File: config.mk
export PLATFORM = sky130hd
export DESIGN_NAME = rs15_11_nibble_pair_encoder_top
export DESIGN_NICKNAME = d
export VERILOG_FILES = /design/src/rtl/rs1511_pkg.sv /design/src/rtl/rs1511_lfsr.sv /design/src/rtl/rs1511_obuf.sv /design/src/rtl/rs15_11_nibble_pair_encoder_top.sv
export SDC_FILE = /design/constraint.sdc
export NUM_CORES = 1
export LEC_CHECK = 0
export ABC_AREA = 1
export BUFFER_PORTS_ARGS = -buffer_cell sky130_fd_sc_hd__buf_4
export CORE_ASPECT_RATIO = 1.25
export CORE_MARGIN = 10
export CORE_UTILIZATION = 67
export DETAILED_ROUTE_END_ITERATION = 6
export PLACE_DENSITY = 0.88
export SLEW_MARGIN = 5
export SYNTH_ARGS = -nofsm -noshare
export SYNTH_HDL_FRONTEND = slang
export SYNTH_SLANG_ARGS = --single-unit
File: constraint.sdc
create_clock -name clk_i -period 7.19 [get_ports clk_i]
set_input_delay 1.438 -clock clk_i [delete_from_list [all_inputs] [get_ports clk_i]]
set_output_delay 1.438 -clock clk_i [all_outputs]
set_load 0.02 [all_outputs]
File: src/rtl/rs1511_pkg.sv
// Package for the RS(15,11) nibble-pair encoder: sizes, the generator
// coefficients, GF(16) multiply and the shared types.
// No dependencies.
`default_nettype none

package rs1511_pkg;

  localparam int unsigned RsN     = 15;
  localparam int unsigned RsK     = 11;
  localparam int unsigned RsPar   = 4;
  localparam int unsigned SymW    = 4;
  localparam int unsigned ByteW   = 8;
  localparam int unsigned CntW    = 4;
  localparam logic [SymW-1:0] NibMask = 4'h0f;
  localparam logic [SymW-1:0] FieldPoly = 4'h3; // x^4 = x + 1

  // Generator coefficients g0..g3 in value form (alpha^10, ^3, ^6, ^13).
  localparam logic [RsPar-1:0][SymW-1:0] GenCoef = {4'd13, 4'd12, 4'd8, 4'd7};

  typedef logic [RsPar-1:0][SymW-1:0] par_t;
  typedef logic [RsN-1:0][ByteW-1:0]  word_t;

  // Control from the input side to one parity register.
  typedef struct packed {
    logic step;
    logic clear;
  } lfsr_ctrl_t;

  // Shift-and-add multiply in GF(16), field polynomial x^4+x+1.
  function automatic logic [SymW-1:0] gf_mul(input logic [SymW-1:0] a,
                                             input logic [SymW-1:0] b);
    logic [SymW-1:0] acc;
    logic [SymW-1:0] sh;
    acc = '0;
    sh  = a;
    for (int i = 0; i < SymW; i++) begin
      if (b[i]) acc = acc ^ sh;
      sh = sh[SymW-1] ? ({sh[SymW-2:0], 1'b0} ^ FieldPoly) : {sh[SymW-2:0], 1'b0};
    end
    return acc;
  endfunction

endpackage

`default_nettype wire

File: src/rtl/rs1511_lfsr.sv
// Four-stage GF(16) parity shift register for one nibble lane.
// Depends on rs1511_pkg.
`default_nettype none

module rs1511_lfsr
  import rs1511_pkg::*;
(
  input  wire logic            clk_i,
  input  wire logic            rst_ni,
  input  wire lfsr_ctrl_t      ctrl_i,
  input  wire logic [SymW-1:0] sym_i,
  output par_t                 par_next_o
);

  par_t            par_q;
  par_t            par_d;
  logic [SymW-1:0] fb;

  // Form the stepped parity from the feedback symbol
  always_comb begin
    fb            = (sym_i ^ par_q[RsPar-1]) & NibMask;
    par_next_o[0] = gf_mul(fb, GenCoef[0]);
    for (int j = 1; j < RsPar; j++) begin
      par_next_o[j] = par_q[j-1] ^ gf_mul(fb, GenCoef[j]);
    end
  end

  // Advance on a word, drop to zero when the codeword is complete
  always_comb begin
    par_d = par_q;
    if (ctrl_i.step) begin
      par_d = ctrl_i.clear ? '0 : par_next_o;
    end
  end

  always_ff @(posedge clk_i or negedge rst_ni) begin
    if (!rst_ni) begin
      par_q <= '0;
    end else begin
      par_q <= par_d;
    end
  end

endmodule

`default_nettype wire

File: src/rtl/rs1511_obuf.sv
// Output bank: holds one finished codeword and shifts it out word by word.
// Depends on rs1511_pkg.
`default_nettype none

module rs1511_obuf
  import rs1511_pkg::*;
(
  input  wire logic             clk_i,
  input  wire logic             rst_ni,
  input  wire logic             load_i,
  input  wire word_t            word_i,
  input  wire logic             out_stall_i,
  output logic                  out_valid_o,
  output logic [ByteW-1:0]      code_byte_o,
  output logic [CntW-1:0]       code_index_o,
  output logic                  last_of_word_o,
  output logic                  busy_o,
  output logic                  finish_o
);

  localparam logic [CntW-1:0] LastIdx = CntW'(RsN - 1);

  word_t           bank_q, bank_d;
  logic [CntW-1:0] idx_q, idx_d;
  logic            busy_q, busy_d;
  logic            fire;

  assign fire     = busy_q && !out_stall_i;
  assign finish_o = fire && (idx_q == LastIdx);

  // Load a new codeword, or shift the bank on each taken word
  always_comb begin
    bank_d = bank_q;
    idx_d  = idx_q;
    busy_d = busy_q;
    if (load_i) begin
      bank_d = word_i;
      idx_d  = '0;
      busy_d = 1'b1;
    end else if (fire) begin
      bank_d = bank_q >> ByteW;
      idx_d  = idx_q + 1'b1;
      if (idx_q == LastIdx) busy_d = 1'b0;
    end
  end

  always_ff @(posedge clk_i or negedge rst_ni) begin
    if (!rst_ni) begin
      idx_q  <= '0;
      busy_q <= 1'b0;
    end else begin
      idx_q  <= idx_d;
      busy_q <= busy_d;
    end
  end

  always_ff @(posedge clk_i) begin
    bank_q <= bank_d;
  end

  assign out_valid_o    = busy_q;
  assign code_byte_o    = bank_q[0];
  assign code_index_o   = idx_q;
  assign last_of_word_o = busy_q && (idx_q == LastIdx);
  assign busy_o         = busy_q;

endmodule

`default_nettype wire

File: src/rtl/rs15_11_nibble_pair_encoder_top.sv
// Two interleaved RS(15,11) encoders over GF(16), one per nibble of each byte.
// Input word: one data byte, highest data index first, eleven per codeword.
// Output word: code byte, its index in the codeword and a last flag.
// Each accepted byte steps both parity registers in the same cycle and is
// stored. The eleventh byte moves the four parity bytes and the eleven data
// bytes into the output bank, which presents fifteen words from the next
// cycle on: parity 0..3, then data index 0..10; last_of_word_o marks index 14.
// Throughput: one input byte per cycle unless in_stall_o holds it; the single
// output port presents the fifteen bytes of a codeword one by one. The
// eleventh byte of the next word waits (in_stall_o high) while the bank
// still holds an unfinished codeword; the other ten never wait.
// When the receiver stalls, the current code word holds on the outputs.
// Reset clears parity, the byte count and the output bank's valid state.
// Depends on rs1511_pkg, rs1511_lfsr and rs1511_obuf.
`default_nettype none

module rs15_11_nibble_pair_encoder_top
  import rs1511_pkg::*;
(
  input  wire logic             clk_i,
  input  wire logic             rst_ni,
  input  wire logic             in_valid_i,
  output logic                  in_stall_o,
  input  wire logic [ByteW-1:0] data_byte_i,
  output logic                  out_valid_o,
  input  wire logic             out_stall_i,
  output logic [ByteW-1:0]      code_byte_o,
  output logic [CntW-1:0]       code_index_o,
  output logic                  last_of_word_o
);

  localparam logic [CntW-1:0] LastCnt = CntW'(RsK - 1);

  logic [CntW-1:0]             cnt_q, cnt_d;
  logic [RsK-1:0][ByteW-1:0]   store_q;
  logic [CntW-1:0]             pos;
  logic                        in_fire;
  logic                        complete;
  logic                        bank_busy;
  logic                        bank_finish;
  lfsr_ctrl_t                  lfsr_ctrl;
  par_t                        par_lo, par_hi;
  word_t                       word;

  // Hold the closing byte while the bank is still draining
  assign in_stall_o = (cnt_q == LastCnt) && bank_busy && !bank_finish;
  assign in_fire    = in_valid_i && !in_stall_o;
  assign complete   = in_fire && (cnt_q == LastCnt);
  assign pos        = LastCnt - cnt_q;

  assign lfsr_ctrl.step  = in_fire;
  assign lfsr_ctrl.clear = complete;

  // Count bytes of the current codeword
  always_comb begin
    cnt_d = cnt_q;
    if (in_fire) cnt_d = complete ? '0 : cnt_q + 1'b1;
  end

  always_ff @(posedge clk_i or negedge rst_ni) begin
    if (!rst_ni) begin
      cnt_q <= '0;
    end else begin
      cnt_q <= cnt_d;
    end
  end

  // Store data bytes by data index
  always_ff @(posedge clk_i) begin
    if (in_fire) store_q[pos] <= data_byte_i;
  end

  rs1511_lfsr u_lfsr_lo (
    .clk_i      (clk_i),
    .rst_ni     (rst_ni),
    .ctrl_i     (lfsr_ctrl),
    .sym_i      (data_byte_i[SymW-1:0]),
    .par_next_o (par_lo)
  );

  rs1511_lfsr u_lfsr_hi (
    .clk_i      (clk_i),
    .rst_ni     (rst_ni),
    .ctrl_i     (lfsr_ctrl),
    .sym_i      (data_byte_i[ByteW-1:SymW]),
    .par_next_o (par_hi)
  );

  // Assemble the codeword: parity pairs, current byte at data index 0, rest
  always_comb begin
    for (int i = 0; i < RsPar; i++) begin
      word[i] = {par_hi[i], par_lo[i]};
    end
    word[RsPar] = data_byte_i;
    for (int k = 1; k < RsK; k++) begin
      word[RsPar+k] = store_q[k];
    end
  end

  rs1511_obuf u_obuf (
    .clk_i          (clk_i),
    .rst_ni         (rst_ni),
    .load_i         (complete),
    .word_i         (word),
    .out_stall_i    (out_stall_i),
    .out_valid_o    (out_valid_o),
    .code_byte_o    (code_byte_o),
    .code_index_o   (code_index_o),
    .last_of_word_o (last_of_word_o),
    .busy_o         (bank_busy),
    .finish_o       (bank_finish)
  );

endmodule

`default_nettype wire

# [Word-level counts from Yosys, hierarchy flattened]
# Index checks and enable logic that the tools add are counted.
[totals] reg_bits=249 latchBits=0 ramBits=0 rom_bits=0 in_bits=12 out_inout_bits=15 wordCells=101 mem_count=0
[classes] addsub=3 mul=0 div_mod_pow=0 n_lt_le_gt_ge=2 eq_ne=2 shifts=0 muxes=19 bitwise_logic=24 reduce_logical=14
[op_table] cell="two-way mux 120 bit" n=2
[op_table] cell="bitwise mux 88 bit" n=1
[op_table] cell="bitwise XOR 4 bit" n=18
[op_table] cell="demux 8 bit (select 4 bit)" n=1
[op_table] cell="two-way mux 16 bit" n=2
[op_table] cell="two-way mux 2 bit" n=6
[op_table] cell="two-way mux 4 bit" n=3
[op_table] cell="NOT 2 bit" n=6
[op_table] cell="adder 4 x 1 -> 4 bit, second input constant" n=2
[op_table] cell="== test 4 bit, second input constant" n=2
[op_table] cell="logical AND 1 bit" n=8
[op_table] cell="two-way mux 8 bit" n=1
[op_table] cell="< comparator 4 x 5 -> 1 bit, second input constant" n=1
[op_table] cell=">= comparator 4 x 1 -> 1 bit, second input constant" n=1
[op_table] cell="nonzero test 2 bit" n=2
[op_table] cell="subtractor 4 bit, first input constant" n=1
[op_table] cell="zero test 1 bit" n=3
[op_table] cell="two-way mux 1 bit" n=3
[op_table] cell="AND reduction 2 bit" n=1

# [Longest topological paths before layout]
# Gate-level depths: netlist (run 1).
[logic_depth] word_depth=10 ltp_mapped=10

# [Modules after synthesis]
# A second synthesis (run 1) with hierarchy kept.
[unflattened] cells_unflattened=1037 hier_area_um2=10649.0
[modules_own_cells] mod="rs1511_obuf" instances=1 cells_each=539 area_each_um2=5462.7
[modules_own_cells] mod="rs15_11_nibble_pair_encoder_top" instances=1 cells_each=144 area_each_um2=2874.0
[modules_own_cells] mod="rs1511_lfsr" instances=2 cells_each=177 area_each_um2=1156.1

# [Least setup slack after synthesis (run 1)]
# Ideal clock, no wire load.
[synth_path] path_type="input-to-reg" startpoint="input port in_valid_i" endpoint="register u_obuf.bank_q[100] (netlist name) (enable)" setup_time_ns=0.483 arrival_ns=4.673 required_ns=6.707 path_slack_ns=2.034 cell_stages=5 n_path_buf=3 path_cell_list="clkbuf_2 > nand3_2 > buf_2 > buf_2 > nand2_1"
[synth_via] elab_chain_len=3
[synth_lines] item="start: declaration" line="rs15_11_nibble_pair_encoder_top.sv:22" text="input wire logic in_valid_i,"
[synth_lines] item="logical AND 1 bit" line="rs15_11_nibble_pair_encoder_top.sv:47" text="assign in_fire = in_valid_i && !in_stall_o;"
[synth_lines] item="logical AND 1 bit" line="rs15_11_nibble_pair_encoder_top.sv:48" text="assign complete = in_fire && (cnt_q == LastCnt);"
[synth_lines] item="nonzero test 2 bit (no line)"
[synth_lines] item="end signal: assignment" line="rs1511_obuf.sv:58" text="bank_q <= bank_d;"
[synth_lines] item="end: declaration" line="rs1511_obuf.sv:23" text="word_t bank_q, bank_d;"
# No other way between the ends.
# A chain may end at the register's enable or synchronous reset.

# [Final worst setup path (run 1)]
[layout_path] startpoint="input port out_stall_i" endpoint="register u_obuf.bank_q[29] (netlist name) (enable)"
[layout_via] elab_chain_len=9
[layout_lines] item="start: declaration" line="rs15_11_nibble_pair_encoder_top.sv:26" text="input wire logic out_stall_i,"
[layout_lines] item="zero test 1 bit *" line="rs1511_obuf.sv:28" text="assign fire = busy_q && !out_stall_i;"
[layout_lines] item="logical AND 1 bit *" line="rs1511_obuf.sv:28"
[layout_lines] item="logical AND 1 bit" line="rs1511_obuf.sv:29" text="assign finish_o = fire && (idx_q == LastIdx);"
[layout_lines] item="zero test 1 bit" line="rs15_11_nibble_pair_encoder_top.sv:46" text="assign in_stall_o = (cnt_q == LastCnt) && bank_busy && !bank_finish;"
[layout_lines] item="logical AND 1 bit" line="rs15_11_nibble_pair_encoder_top.sv:46"
[layout_lines] item="zero test 1 bit" line="rs15_11_nibble_pair_encoder_top.sv:47"
[layout_lines] item="logical AND 1 bit" line="rs15_11_nibble_pair_encoder_top.sv:47"
[layout_lines] item="logical AND 1 bit" line="rs15_11_nibble_pair_encoder_top.sv:48"
[layout_lines] item="nonzero test 2 bit (no line) *"
# Every way passes the cells marked *; elsewhere a longest branch is shown, timed or not.

==> flow_metrics.env, run 1 <==
export IMPL_cts_sinks=241
export IMPL_yosysUniqueCellTypes=26
export IMPL_clockBufferDepth=3
export IMPL_wl_per_cell_um=17.54
export IMPL_p_int_w=0.002939
export IMPL_synth_area_leader_cell="edfxtp_1"
export IMPL_areaGrowthSynthToFinish_pct=9.144
export IMPL_synth_commonest_cells="nand2_1 (585), edfxtp_1 (200), inv_1 (68)"
export IMPL_cpMaxStageDelayCell="nand2_4"
export IMPL_seq_area_frac_synth=0.6834
export IMPL_ff2ff_setup_slack_ns=3.17
export IMPL_synth_top_cell_area_share=0.5837
export IMPL_worstPathArrival_ns=4.27
export IMPL_nets=1061
export IMPL_gr_usage_all_layers=0.2174
export IMPL_crit_path_end_kind="register"
export IMPL_cts_setup_buffers=0
export IMPL_die_w_um=130.8
export IMPL_skew_ns=0.01365
export IMPL_grt_pass1_wl_um=35470
export IMPL_setup_tns_final_ns=0
export IMPL_leakage_nw=5.059
export IMPL_syn_cell_area_um2=10290
export IMPL_cap_viol_max_count=0
export IMPL_critical_path_class="input pin to register"
export IMPL_row_count=50
export IMPL_net_switching_power_w=0.001435
export IMPL_status="finished, final reports clean"
export IMPL_pwr_share_seq=0.482
export IMPL_synth_warnings=0
export IMPL_diodes=0
export IMPL_cts_buffers=22
export IMPL_num_vias=7049
export IMPL_crit_family="simple AND/OR/NAND/NOR gates"
export IMPL_grt_overflow=0
export IMPL_rsz0062_at_grt="false"
export IMPL_hold_path_class="register to register"
export IMPL_final_max_slew_viol_count=0
export IMPL_path_cells="buf_4 -> o21bai_2 -> nand3_4 -> nand2_4 -> buf_4"
export IMPL_period_needed_ns=4.134
export IMPL_firstDrtPassIters=5
export IMPL_crit_buf_inv=2
export IMPL_synth_top_family_by_area="simple AND/OR/NAND/NOR gates"
export IMPL_final_cells=1240
export IMPL_syn_area_per_cell_um2=10.02
export IMPL_required_ns=7.33
export IMPL_finalHoldViolCount=0
export IMPL_fp_coreArea_um2=15010
export IMPL_dieHeight_um=158.6
export IMPL_initial_core_util=0.6853
export IMPL_p_per_area_nw_per_um2=389.4
export IMPL_viasPerCell=5.685
export IMPL_clockPowerShare=0.269
export IMPL_clkSlewWorstSetupHoldPaths_ns=0.06
export IMPL_yosys_area_share_simple=0.2384
export IMPL_dr_first_iter_drc_count=825
export IMPL_cts_hold_buf=0
export IMPL_ios=27
export IMPL_routabilityCongestion=0.8366
export IMPL_final_antenna_net_count=0
export IMPL_antenna_found_initial=0
export IMPL_swShare=0.3280
export IMPL_dp_cells=1200
export IMPL_yosysMostFrequentCell="nand2_1"
export IMPL_cts_root_buf="clkbuf_16"
export IMPL_combPwrFrac=0.249
export IMPL_ir_drop_mv=0.2867
export IMPL_syn_inst=1027
export IMPL_synth_xor_area_frac=0.003405
export IMPL_insertion_delay_ns=0.51
export IMPL_setup_violations=0
export IMPL_max_freq_mhz=241.9
export IMPL_drive_gt1_frac=0.06805
export IMPL_cts_resized=0
export IMPL_tightest_slew_ns=1.296
export IMPL_grt_start_max_net_pins=79
export IMPL_crit_top_cell="buf_4"
export IMPL_max_stage_delay_ns=1.08
export IMPL_synth_area_leaders="edfxtp_1 (58%), nand2_1 (21%), dfrtp_1 (10%), inv_1 (2.5%), o21ai_0 (1.0%)"
export IMPL_synth_compound_area_frac=0.01642
export IMPL_grt_pass1_vias=7122
export IMPL_synthFlopType="edfxtp_1"
export IMPL_drc=0
export IMPL_fillerInstances=900
export IMPL_dieArea_um2=20750
export IMPL_synth_edff_count=200
export IMPL_synth_adder_area_share=0.008512
export IMPL_cts_tree="built"
export IMPL_slew_headroom=0.1291
export IMPL_synthMuxAreaShare=0
export IMPL_htree_num_levels=1
export IMPL_post_route_period_util=0.5750
export IMPL_crit_fanout=78
export IMPL_setup_worst_path_start_class="input pin"
export IMPL_totalWireLength_um=21740
export IMPL_synth_fp_nets=1046
export IMPL_dp_hpwl_um=12480
export IMPL_io_buffer_count=26
export IMPL_ys_ff_latch=241
export IMPL_synthArstFlopShare=0.1701
power by group through the flow:
stage	Combinational (W)	Sequential [W]	Clock, W
2_1_floorplan	0.000769	0.00212	0
3_3_place_gp	0.00101	0.00211	0
3_5_place_dp	0.00105	0.00212	0
4_1_cts	0.00108	0.00211	0.00118
5_1_grt	0.00123	0.00214	0.00123
6_report	0.00109	0.00211	0.00118
worst register-to-register path: stages, from the launching register on:
cell and delay [ns]:
dfrtp_1 0.45, inv_1 0.17, ha_1 0.22, nand2_1 0.13, nor2_4 0.17, nand3_4 0.69, nand2_4 1.08, buf_4 0.73
metal layers:
metal / track usage / share of wire / vias to the layer above
met3: 0.03661 / 0.078 / 58
li1: - / - / 3314
met5: 0 / 0 / -
met4: 0.09072 / 0.028 / 0
met1: 0.2663 / 0.38 / 3308
met2: 0.3728 / 0.51 / 369
final timing paths:
kind	end	cells after the start	start
worst max-delay path	u_obuf.bank_q[29]	5	out_stall_i
worst max register to register	u_obuf.bank_q[29]	7	cnt_q[0]
max in group asynchronous	u_lfsr_hi.par_q[11]	1	rst_ni
worst min-delay path	u_lfsr_lo.par_q[8]	2	u_lfsr_lo.par_q[8]
min in group asynchronous	u_lfsr_hi.par_q[3]	1	rst_ni
worst min register to register	u_lfsr_lo.par_q[8]	2	u_lfsr_lo.par_q[8]
area by class of cell:
cell class	instances	area (um2)	area share
Sequential cell	241	7032	0.6261
Clock buffer	26	565.5	0.05036
Tap cell	182	227.7	0.02028
Timing Repair Buffer	30	225.2	0.02005
Clock inverter	14	153.9	0.01370
Inverter	69	259.0	0.02306
Multi-Input combinational cell	678	2768	0.2464
cells in the final DEF (no fill, tap or decap), types with 7 or more instances in the layout:
| master | count |
|---|---|
| edfxtp_1 | 200 |
| dfrtp_1 | 41 |
| nand3_1 | 19 |
| nand2_1 | 584 |
| inv_1 | 68 |
| buf_4 | 30 |
| ha_1 | 7 |
| nor2_1 | 18 |
| nor3_1 | 8 |
| o21ai_0 | 21 |
| clkinv_2 | 8 |
| clkbuf_16 | 22 |
stage by stage:
step / cell area, um2 / utilization / hold WS, ns / setup WS, ns / total power, W
final: 11230 / 0.7480 / 0.5031 / 3.056 / 0.004374
after global routing: 11230 / 0.7480 / 0.5233 / 2.786 / 0.004601
after CTS: 11230 / 0.7480 / 0.5006 / 3.045 / 0.004360
after detailed placement: 10510 / 0.7001 / 0.4844 / 2.521 / 0.003173
after global placement: 10510 / 0.7001 / 0.4806 / 2.549 / 0.003118
after floorplan: 10290 / - / 0.4626 / 2.034 / 0.002888
state kept, by name (all words and copies together), names as in the netlist:
signal               count
u_obuf.code_byte_o       8
u_obuf.busy_o            1
store_q                 80
u_lfsr_lo.par_q         16
u_obuf.code_index_o      4
cnt_q                    4
u_obuf.bank_q          112
u_lfsr_hi.par_q         16
cell families (layout without fill, tap and decap cells):
logic type                 after synthesis  count (layout)
DFF                                    241             241
xor gates and xnor gates                 4               4
buffers and inverters                  108             139
adders and majority gates                7               7
AOI/OAI and AO/OA                       30              30
and+or+nand+nor                        637             637
No activity file was read; power rests on OpenSTA's default activity.
==> run 2: changes to the inputs <==
Settings changed: ABC_AREA 1 to 0, CORE_UTILIZATION 67 to 56, PLACE_DENSITY 0.88 to 0.79.
Clock period 7.19 ns to 3.34 ns, I/O delays scaled along.
==> flow_metrics.env, run 2 <==
export IMPL_synth_top_family_by_area="multiplexers"
export IMPL_p_per_area_nw_per_um2=916.4
export IMPL_yosys_area_share_simple=0.05203
export IMPL_crit_fanout=8
export IMPL_setup_violations=0
export IMPL_synthArstFlopShare=0.1701
export IMPL_largest_registers="u_obuf.bank_q: 112 flops, store_q: 80 flops"
export IMPL_dieHeight_um=168.9
export IMPL_cts_buffers=23
export IMPL_dr_first_iter_drc_count=426
export IMPL_synth_fp_nets=647
export IMPL_areaGrowthSynthToFinish_pct=11.15
export IMPL_synth_warnings=0
export IMPL_ios=27
export IMPL_cts_hold_buf=0
export IMPL_synth_commonest_cells="edfxtp_1 (200), mux2_2 (83), nand2_1 (70)"
export IMPL_drive_gt1_frac=0.2354
export IMPL_drt_met1_wl_um=6967
export IMPL_routabilityCongestion=0.8250
export IMPL_critical_path_class="register to output pin"
export IMPL_period_needed_ns=2.782
export IMPL_grt_start_max_net_pins=95
export IMPL_wl_per_cell_um=19.28
export IMPL_cts_resized=0
export IMPL_synth_adder_area_share=0.008819
export IMPL_seq_area_frac_synth=0.7081
export IMPL_die_w_um=139.1
export IMPL_wl_met2_um=9102
export IMPL_row_count=54
export IMPL_totalWireLength_um=17180
export IMPL_final_cell_mix="edfxtp_1 (200), mux2_2 (83), nand2_1 (69)"
export IMPL_final_antenna_net_count=0
export IMPL_synthMuxAreaShare=0.09412
export IMPL_cts_sinks=241
export IMPL_p_total_w=0.01012
export IMPL_largest_register="u_obuf.bank_q"
export IMPL_synth_compound_area_frac=0.04221
export IMPL_clkSlewWorstSetupHoldPaths_ns=0.06
export IMPL_grt_pass1_vias=5446
export IMPL_firstDrtPassIters=4
export IMPL_synth_top_cell_area_share=0.6048
export IMPL_htree_num_levels=1
export IMPL_synth_xor_area_frac=0.07396
export IMPL_required_ns=2.67
export IMPL_rsz0062_at_grt="false"
export IMPL_cts_setup_buffers=0
export IMPL_crit_path_end_kind="output pin"
export IMPL_max_freq_mhz=359.5
export IMPL_largest_register_ffs=112
export IMPL_post_route_period_util=0.8329
export IMPL_yosysUniqueCellTypes=36
export IMPL_hold_path_class="input pin to async pin"
export IMPL_hold_slack_ns=0.1646
export IMPL_skew_ns=0.02002
export IMPL_setup_worst_path_start_class="register"
export IMPL_nets=671
export IMPL_io_buffer_count=26
export IMPL_syn_area_per_cell_um2=15.81
export IMPL_slew_headroom=0.3333
export IMPL_layout_commonest_cell="edfxtp_1"
export IMPL_final_util=0.6332
export IMPL_status="finished, final reports clean"
export IMPL_ir_drop_mv=0.5505
export IMPL_gr_usage_all_layers=0.1448
export IMPL_dieArea_um2=23490
export IMPL_final_max_slew_viol_count=0
export IMPL_finalHoldViolCount=0
export IMPL_insertion_delay_ns=0.50
export IMPL_dp_slack_ns=0.8015
export IMPL_cap_viol_max_count=0
export IMPL_synth_area_leader_cell="edfxtp_1"
export IMPL_diodes=0
export IMPL_syn_cell_area_um2=9931
export IMPL_worstPathArrival_ns=2.11
export IMPL_grt_pass1_wl_um=28190
export IMPL_setup_tns_final_ns=0
export IMPL_antenna_found_initial=0
export IMPL_fin_ws_ns=0.5582
export IMPL_initial_core_util=0.5697
export IMPL_clockBufferDepth=3
export IMPL_num_vias=5034
export IMPL_cts_root_buf="clkbuf_16"
export IMPL_grt_overflow=0
export IMPL_ys_ff_latch=241
export IMPL_tightest_slew_ns=0.9976
export IMPL_drc=0
export IMPL_fp_coreArea_um2=17430
export IMPL_leakage_nw=4.086
export IMPL_synth_edff_count=200
export IMPL_viasPerCell=5.650
export IMPL_yosysMostFrequentCell="edfxtp_1"
export IMPL_synth_area_leaders="edfxtp_1 (60%), dfrtp_1 (10%), mux2_2 (9.4%), xnor2_1 (3.4%), o21ai_0 (3.0%)"
export IMPL_dp_hpwl_um=10530
export IMPL_synthFlopType="edfxtp_1"
export IMPL_top_layer="met4"
export IMPL_cts_tree="built"
export IMPL_wl_met3_um=726
export IMPL_syn_inst=628
run 2: changes by cell type in the layout (fill, tap and decap cells not counted), moves of 8 or more:
cell	delta
and3_1	+19
inv_1	-63
mux2_2	+83
nand2_1	-515
nand3_1	-17
nor3_1	-8
o21ai_0	+39
xnor2_1	+35
xor2_1	+14
run 2: cell families after synthesis:
| family | after synthesis |
|---|---|
| flip-flops | 241 |
| AO/OA/AOI/OAI | 77 |
| AND/OR/NAND/NOR | 114 |
| buffers and inverters | 40 |
| XOR/XNOR | 66 |
| multiplexers | 83 |
| adder cells (fa/ha/maj) | 7 |
run 2: worst paths after layout:
kind | depth (start not counted) | slack (ns) | end | startpoint
min reg2reg | 2 | 0.51 | u_lfsr_hi.par_q[10] | u_lfsr_hi.par_q[10]
min in group clk_i | 1 | 0.49 | store_q[71] | data_byte_i[7]
max reg2reg | 6 | 0.73 | u_obuf.bank_q[38] | cnt_q[0]
max | 5 | 0.56 | in_stall_o | cnt_q[0]
min | 1 | 0.16 | u_lfsr_hi.par_q[4] | rst_ni
max in group asynchronous | 1 | 2.79 | u_lfsr_lo.par_q[1] | rst_ni
run 2: routing by layer:
metal | vias to the layer above | track usage
li1 | 2327 | -
met3 | 38 | 0.02268
met1 | 2561 | 0.1737
met4 | 0 | 0.04453
met5 | - | 0
met2 | 108 | 0.2614
run 2: power by group:
group | switching, W | internal, W | leakage [nW] | total, W
logic | 0.00165 | 0.00133 | 1.39 | 0.00298
clock network | 0.00102 | 0.00142 | 0.336 | 0.00244
registers | 0.000403 | 0.00429 | 2.36 | 0.00470
total | 0.00307 | 0.00704 | 4.09 | 0.0101
run 2: through the flow:
stage	instance area [um2]	std cells
after floorplan	9938	628
after detailed placement	10340	851
after global routing	11040	891
after CTS	11040	891
final	11040	891
after global placement	10340	851
run 2: final cells by class:
type	instances	area, um2
Inverter	5	18.77
Clock buffer	33	613.1
Tap cell	224	280.3
Multi-Input combinational cell	347	2720
Timing Repair Buffer	34	292.8
Sequential cell	241	7032
Clock inverter	7	81.33
Fill cell	1205	6394
run 2: worst max-delay path, cell delays in order, from the launching register on:
cell      delay [ns]
dfrtp_1         0.47
inv_1           0.12
ha_1            0.24
nand3b_1        0.40
nor2_1          0.21
buf_4           0.17
